<file path="config.mk">
export PLATFORM = sky130hd
export DESIGN_NAME = ksr_ctrl
export DESIGN_NICKNAME = d
export VERILOG_FILES = /design/src/hdl/ksr_pkg.sv /design/src/hdl/ksr_ctrl.sv
export SDC_FILE = /design/constraint.sdc
export NUM_CORES = 1
export LEC_CHECK = 0
export ABC_CLOCK_PERIOD_IN_PS = 1700
export BUFFER_PORTS_ARGS = -buffer_cell sky130_fd_sc_hd__buf_4
export CAP_MARGIN = 5
export CORE_AREA = 4 4 41 43
export DETAILED_ROUTE_END_ITERATION = 12
export DIE_AREA = 0 0 45 47
export PLACE_DENSITY_LB_ADDON = 0.25
export SYNTH_ARGS = -nofsm -noshare
export SYNTH_HDL_FRONTEND = slang
export SYNTH_SLANG_ARGS = --single-unit
</file>
<file path="constraint.sdc">
create_clock -name clk -period 1.7 [get_ports clk]
set_input_delay 0.425 -clock clk [delete_from_list [all_inputs] [get_ports clk]]
set_output_delay 0.425 -clock clk [all_outputs]
set_load 0.1 [all_outputs]
</file>
<file path="src/hdl/ksr_pkg.sv">
// ----------------------------------------------------------------------------
// Key slot registry package
// Table size, field widths, operation and status codes, and the command
// bundle that the controller sends to the datapath.
// ----------------------------------------------------------------------------
`timescale 1ns / 1ps
`default_nettype none

package ksr_pkg;

	localparam int NUM_SLOTS    = 64;
	localparam int SLOT_W       = (NUM_SLOTS > 1) ? $clog2(NUM_SLOTS) : 1;
	localparam int KEY_W        = 64;
	localparam int SLOT_FIELD_W = 6;
	localparam int OUT_TDATA_W  = 8;

	typedef enum logic [1:0] {
		OP_FIND   = 2'd0,
		OP_ADD    = 2'd1,
		OP_REMOVE = 2'd2,
		OP_RSVD   = 2'd3
	} op_t;

	typedef enum logic [2:0] {
		STAT_FOUND     = 3'd0,
		STAT_ALLOCATED = 3'd1,
		STAT_NOT_FOUND = 3'd2,
		STAT_FULL      = 3'd3,
		STAT_REMOVED   = 3'd4
	} status_t;

	typedef struct packed {
		logic load;     // capture the accepted item
		logic compare;  // compare the item key against every slot
		logic commit;   // resolve, update the table and load the result
	} ksr_cmd_t;

	// Index of the lowest set bit; zero when no bit is set.
	function automatic logic [SLOT_W-1:0] lowest_index(input logic [NUM_SLOTS-1:0] vec);
		logic [SLOT_W-1:0] idx;
		idx = '0;
		for (int i = NUM_SLOTS - 1; i >= 0; i--) begin
			if (vec[i]) begin
				idx = SLOT_W'(i);
			end
		end
		return idx;
	endfunction

endpackage

`default_nettype wire

</file>
<file path="src/hdl/ksr_ctrl.sv">
// ----------------------------------------------------------------------------
// Key slot registry controller
// Sequences each item through a compare state and a resolve state and owns
// the input ready and the output valid.
// ----------------------------------------------------------------------------
`timescale 1ns / 1ps
`default_nettype none

module ksr_ctrl
	import ksr_pkg::*;
(
	input  wire logic     clk,
	input  wire logic     arst_n,
	input  wire logic     in_valid,
	output logic          in_ready,
	output logic          out_valid,
	input  wire logic     out_ready,
	output ksr_cmd_t      cmd
);

	typedef enum logic [2:0] {
		ST_IDLE = 3'b001,
		ST_CMP  = 3'b010,
		ST_RES  = 3'b100
	} state_t;

	state_t state_q;
	state_t state_nxt;
	logic   out_valid_q;
	logic   out_free;

	// The output register can take a new result when empty or being drained.
	assign out_free = !out_valid_q || out_ready;

	always_comb begin
		in_ready  = 1'b0;
		state_nxt = state_q;
		unique case (state_q)
			ST_IDLE: begin
				in_ready = 1'b1;
				if (in_valid) begin
					state_nxt = ST_CMP;
				end
			end
			ST_CMP: begin
				state_nxt = ST_RES;
			end
			ST_RES: begin
				in_ready = out_free;
				if (out_free) begin
					state_nxt = in_valid ? ST_CMP : ST_IDLE;
				end
			end
			default: begin
				state_nxt = ST_IDLE;
			end
		endcase
	end

	assign cmd.load    = in_valid && in_ready;
	assign cmd.compare = (state_q == ST_CMP);
	assign cmd.commit  = (state_q == ST_RES) && out_free;

	always_ff @(posedge clk or negedge arst_n) begin
		if (!arst_n) begin
			state_q     <= ST_IDLE;
			out_valid_q <= 1'b0;
		end else begin
			state_q <= state_nxt;
			if (cmd.commit) begin
				out_valid_q <= 1'b1;
			end else if (out_ready) begin
				out_valid_q <= 1'b0;
			end
		end
	end

	assign out_valid = out_valid_q;

endmodule

`default_nettype wire

</file>
; ---- After elaboration in Yosys (flattened, before gate mapping)
; Index checks and enable logic that the tools add are counted.
[word_totals]
reg_bits = 4
out_inout_bits = 5
word_cells = 20
in_bits = 4
[classes]
n_reduce_logical = 6
eq_ne = 5
muxes = 7
[op_table]
columns = operator, count
row1 = $pmux W3 S3, 1
row2 = $mux W3, 2
row3 = $ne A2 B2 Y1 const B, 2
row4 = $eq A3 B1 Y1 const B, 1
row5 = $eq A3 B2 Y1 const B, 1
row6 = $eq A3 B3 Y1 const B, 1
row7 = $logic_and A1 B1 Y1, 2
row8 = $mux W1, 2
row9 = $mux W2, 1
row10 = $pmux W1 S2, 1
row11 = $reduce_and A2 Y1, 1
row12 = $reduce_bool A2 Y1, 1
row13 = $logic_not A1 Y1, 1
row14 = $logic_or A1 B1 Y1, 1

; ---- Logic depth before layout (Yosys ltp)
; Gate-level depths: netlist of run 1.
[depth]
word_depth = 4
mapped_depth = 3

; ---- Least setup slack after synthesis of run 1
; OpenSTA, ideal clock, no wires.
[synth_path]
kind = flip-flop to output port
start = register out_valid_q, in the netlist out_valid
end = output cmd[2] (netlist bit)
path_stages_with_launch = 4
required_time_ps = 1275
slack_ps = -1894
t_arrival_ps = 3169
cell_sequence = dfrtp_1 > nand2b_1 > a21oi_1 > nor3_1
[synth_rtl]
columns = element, line_no
row1 = "start, declared", ksr_ctrl.sv:29  ; logic out_valid_q;
row2 = "start signal, assigned", ksr_ctrl.sv:67  ; out_valid_q <= 1'b0;
row3 = "start signal, assigned", ksr_ctrl.sv:71  ; out_valid_q <= 1'b1;
row4 = "start signal, assigned", ksr_ctrl.sv:73  ; out_valid_q <= 1'b0;
row5 = "end, declared", ksr_ctrl.sv:18  ; output ksr_cmd_t cmd

==> results of run 1 <==
flip-flops by register name, summed over array words and instances (netlist names):
signal and count:
state_q 3, out_valid 1
cell families after synthesis:
logic type	count (synthesis)
DFF	4
buffers and inverters	1
and+or+nand+nor	14
AOI/OAI and AO/OA	4
area by class of cell:
type                       count  area, µm²  share of cell area [%]
inverter                       1       3.75                   0.820
multi-input combinational     18        160                    35.0
sequential                     4        106                    23.2
timing repair buffer          12        143                    31.1
tap                           15       18.8                    4.10
clock buffer                   4       26.3                    5.74
path summary, 6_finish.rpt:
check	slack, ns	startpoint	end
min in group asynchronous	0.51	arst_n	state_q[1]
worst max-delay path	-0.1	state_q[0]	cmd[2]
max in group asynchronous	0.99	arst_n	state_q[0]
worst min register to register	0.60	out_valid	out_valid
worst min-delay path	0.49	in_valid	state_q[1]
worst max register to register	0.51	state_q[2]	state_q[0]
worst min-delay path, cell delays in order:
cell and delay (ns):
buf_4 0.11, inv_2 0.09, nor3_1 0.06
layer usage:
layer	vias to the layer above	wire length [µm]
met4	0	20
li1	112	-
met5	-	0
met1	95	252
met2	9	300
met3	2	53
cell usage in the layout, fill, tap and decap left out, types with 2 or more instances in the layout:
cell type	count
buf_12	4
nor2b_1	2
buf_4	7
nor2_4	3
clkbuf_4	3
where the power goes:
group          leakage [µW]  total (µW)  switching [µW]  internal, µW
combinational      0.000127         653             419           234
sequential        0.0000477         160            24.5           135
clock             0.0000150         136            47.3          88.6
total              0.000190         949             491           458
stage by stage:
step           TNS, ns  util, %  power (µW)  hold WS (ns)  area, µm²
2_1_floorplan   -0.480        -         594         0.129        269
3_3_place_gp         0     27.9         703         0.221        363
3_5_place_dp         0     27.9         707         0.226        363
4_1_cts         -0.226     34.5         945         0.478        449
5_1_grt         -0.322     35.2         991         0.499        458
6_report        -0.208     35.2         949         0.487        458
repair_timing:
item	in CTS	in global routing
buffers inserted	1	0
endpoints found under the hold margin	3	0
pin swaps	3	0
endpoints found under the setup margin	4	4
hold buffers	1	0
gates resized for setup	11	2
==> flow_summary.yaml, run 1 <==
status:
  outcome: "complete, but fails checks"
  failed_checks: "negative setup slack"
timing:
  worst_pin_slew_ns: 0.274
  fmax_mhz: 556
  slew_viol_final: 0
  rsz0062_at_grt: "yes"
  setup_slack_ns: -0.0978
  relSlewSlack_pct: 81.7
  finalClockSkew_ns: 0.00774
  setup_viol_count_final: 3
  period_needed_ns: 1.80
  hold_violations: 0
  fin_crit_sh_pct: 106
place:
  dp_hpwl_um: 464
  pre_cts_ws_ns: 0.0277
  dp.cells: 48
  io_buffers: 8
  gp_congestion: 0.770
logic_synthesis:
  ys_warn_count: 0
  synthArstFlopShare_pct: 100
  ys.flop_type: "dfrtp_1"
  synth_edf_count: 0
  synth-simple-area-share_pct: 37.9
  synth_common_cells: "4 x nor2_1, 3 x dfrtp_1"
  synth_top_family_by_area: "simple AND/OR/NAND/NOR gates"
  synth.distinct_cells: 14
  ys_seq_elements: 4
  synthTopCellsByArea: "dfrtp_1 36%, dfstp_2 12%, nor2_1 7.1%"
  synth_area_um2: 211
  synth_top_area_cell: "dfrtp_1"
  seq_area_frac_synth_pct: 47.9
  synthAdderAreaFrac_pct: 0
  synthXorXnorAreaFrac_pct: 0
  synth_area_per_cell_um2: 9.19
  syn_inst: 23
  synth_top_area_share_pct: 35.5
  synth_compound_area_share_pct: 12.4
  synth.most_common_cell: "nor2_1"
  synthMuxAreaShare_pct: 0
  synth_nets: 27
global_route:
  busiest_layer: "met2"
  grt_pass1_vias: 243
  use_met1_pct: 7.80
  antenna_found_initial: 0
  grt_max_degree: 7
  grtUsageMet3_pct: 3.07
  grt_usage_pct: 7.77
  grt_pass1_wl_um: 1020
  overflow: 0
  use_met2_pct: 10.7
route:
  drt-total-wl_um: 626
  avgViaCountPerCell: 4.04
  wl_per_cell_um: 11.6
  ant_nets: 0
  first_pass_iters: 3
  vias: 218
  first_iter_violations: 3
  drc: 0
clock_network:
  clock_latency_ns: 0.24
  cts_sinks: 4
  htree_levels: 1
  cts_tree: "yes"
  clock_path_buffers: 2
  cts_buffers: 3
  cts_root_buf: "clkbuf_4"
  clk_pin_slew_ns: 0.05
setup_path:
  cp_top_family: "flip-flops"
  arrival_ns: 1.37
  cp_cell_sequence: "and2b_2 -> a21oi_4 -> nor3_4 -> buf_12"
  startpoint_type: "flip-flop"
  crit_cells: 4
  critPathMaxStageDelay_ns: 0.54
  critPathCaptureType: "primary output"
  worstRegToRegCells: 4
  cp_max_fo: 4
  worstPathRequired_ns: 1.27
  path_buf_inv: 1
  cp_slowest_cell: "dfstp_2"
  path_class: "flip-flop to primary output"
layout:
  fillCellCount: 138
  n_antenna_cell: 0
  area_growth_pct: 117
  final_nets: 44
  stdcell_count: 54
  drive_above_1_share_pct: 69.2
floorplanning:
  die_x_um: 45
  die_area_mm2: 0.00212
  num_rows: 13
  num_io_pins: 9
  coreArea_mm2: 0.00130
  dieHeight_um: 47
  start_util_pct: 16.3
worst_hold_path:
  hold_path.class: "input pin to flip-flop"
  whs_path_depth: 3
power_and_ir_drop:
  p_leak_uw: 0.000190
  vdd_ir_drop_max_mv: 1.32
  powerDensity_mw_per_mm2: 2070
job:
  maxCapViolCount: 0
Power figures use the tool's default switching activity.
==> inputs of run 2 (changes only) <==
- ABC_CLOCK_PERIOD_IN_PS: 1700 -> 2330
- clock period: 1.7 -> 2.33 ns (I/O delays scaled with it)
==> run 2 against run 1 <==
Net effect:
- the flow now finishes without violations
- non-clock buffer count down 3
- via count down 11%
- worst setup slack better by 0.25 ns
- clock skew down 0.0043 ns
- worst hold slack worse by 0.35 ns
- sequential share of layout area up 6.2 points
- critical endpoint unchanged
==> flow_summary.yaml, run 2 (same netlist as run 1, synthesis figures left out) <==
setup_path:
  r2r_end: "state_q[0]"
  startpoint_type: "flip-flop"
  crit_top_cell: "buf_4"
  worstPathRequired_ns: 1.75
  cp_max_fo: 5
  path_class: "flip-flop to primary output"
  arrival_ns: 1.59
  r2r_start: "state_q[1]"
  critPathMaxStageDelay_ns: 0.56
  critPathCaptureType: "primary output"
  cp_slowest_cell: "dfstp_2"
  worstRegToRegCells: 3
  cp_cell_sequence: "and2b_1 -> a21oi_1 -> buf_4 -> nor3_4 -> buf_4"
  reg2reg_slack_ns: 1.16
layout:
  regMostFlops: "state_q"
  final_cell_mix: "9 x buf_4, 3 x clkbuf_4"
  stdcell_count: 51
  drive_above_1_share_pct: 58.3
  final_common_cell: "buf_4"
  n_antenna_cell: 0
  largest_register_ff_count: 3
  area_growth_pct: 65.1
  final_nets: 41
route:
  ant_nets: 0
  wl_per_cell_um: 9.27
  drc: 0
  avgViaCountPerCell: 3.78
  first_iter_violations: 2
  vias: 193
  first_pass_iters: 2
  drt-total-wl_um: 473
clock_network:
  cts_tree: "yes"
  htree_levels: 1
  post_cts_buffers: 0
  cts_sinks: 4
  clk_pin_slew_ns: 0.04
  cts_buffers: 3
  cts_root_buf: "clkbuf_4"
  clock_path_buffers: 2
  hold_buffers: 0
  ctsResizeCount: 0
  clock_latency_ns: 0.23
place:
  dp_hpwl_um: 408
  io_buffers: 8
  dp.cells: 47
  gp_congestion: 0.659
floorplanning:
  dieHeight_um: 47
  num_rows: 13
  die_area_mm2: 0.00212
  die_x_um: 45
  coreArea_mm2: 0.00130
  start_util_pct: 16.3
  num_io_pins: 9
timing:
  fmax_mhz: 460
  hold_violations: 0
  worst_pin_slew_ns: 0.313
  finalClockSkew_ns: 0.00344
  slew_viol_final: 0
  setup_viol_count_final: 0
  fin_crit_sh_pct: 93.3
  period_needed_ns: 2.17
  rsz0062_at_grt: "no"
  relSlewSlack_pct: 79.1
global_route:
  overflow: 0
  grt_usage_pct: 5.49
  antenna_found_initial: 0
  grt_pass1_wl_um: 807
  grt_pass1_vias: 208
  grt_max_degree: 8
status:
  outcome: "finished, final reports clean"
job:
  maxCapViolCount: 0
worst_hold_path:
  hold_path.class: "input pin to async pin"
-- run 2: worst max path at each step --
stage / end / startpoint / cells after the start
4_1_cts: cmd[2] / state_q[0] / 5
3_3_place_gp: cmd[2] / out_ready / 6
5_1_grt: cmd[2] / state_q[0] / 5
6_report: cmd[2] / state_q[0] / 5
3_5_place_dp: cmd[2] / out_ready / 6
2_1_floorplan: cmd[2] / out_valid / 3
-- run 2: critical path, delay by kind of cell (launching register included) --
family                 cells  cell delay, ns
DFF                        1            0.56
AOI/OAI and AO/OA          1            0.04
buffers and inverters      2            0.46
and+or+nand+nor            2            0.29
-- run 2: area by class of cell --
type                    count  area (µm²)
clock buffers               4        26.3
flip-flops and latches      4         103
fillers                   153         952
well taps                  15        18.8
multi-input cells          18         130
inverters                   1        3.75
repair buffers              9        67.6
-- run 2: metrics by stage --
stage	hold WS [ns]	utilization, %	setup TNS, ns	setup slack [ns]	area [µm²]
after CTS	0.124	26.8	0	0.137	349
after detailed placement	0.379	24.8	0	0.234	323
final	0.134	26.8	0	0.156	349
after global routing	0.128	26.8	0	0.0792	349
after floorplan	0.287	-	-0.0366	-0.0366	236
after global placement	0.379	24.8	0	0.243	323
-- run 2: per-layer routing --
layer	up-vias	part of all wire, %	global-route usage (%)
met3	0	3.2	1.15
li1	103	-	-
met2	3	56	9.60
met1	87	41	5.34
met4	0	0	5.26
met5	-	0	0
Power of run 2 is left out: the tool's default activity adds up to more than one toggle a clock period on the data nets, which glitch-free logic cannot reach.
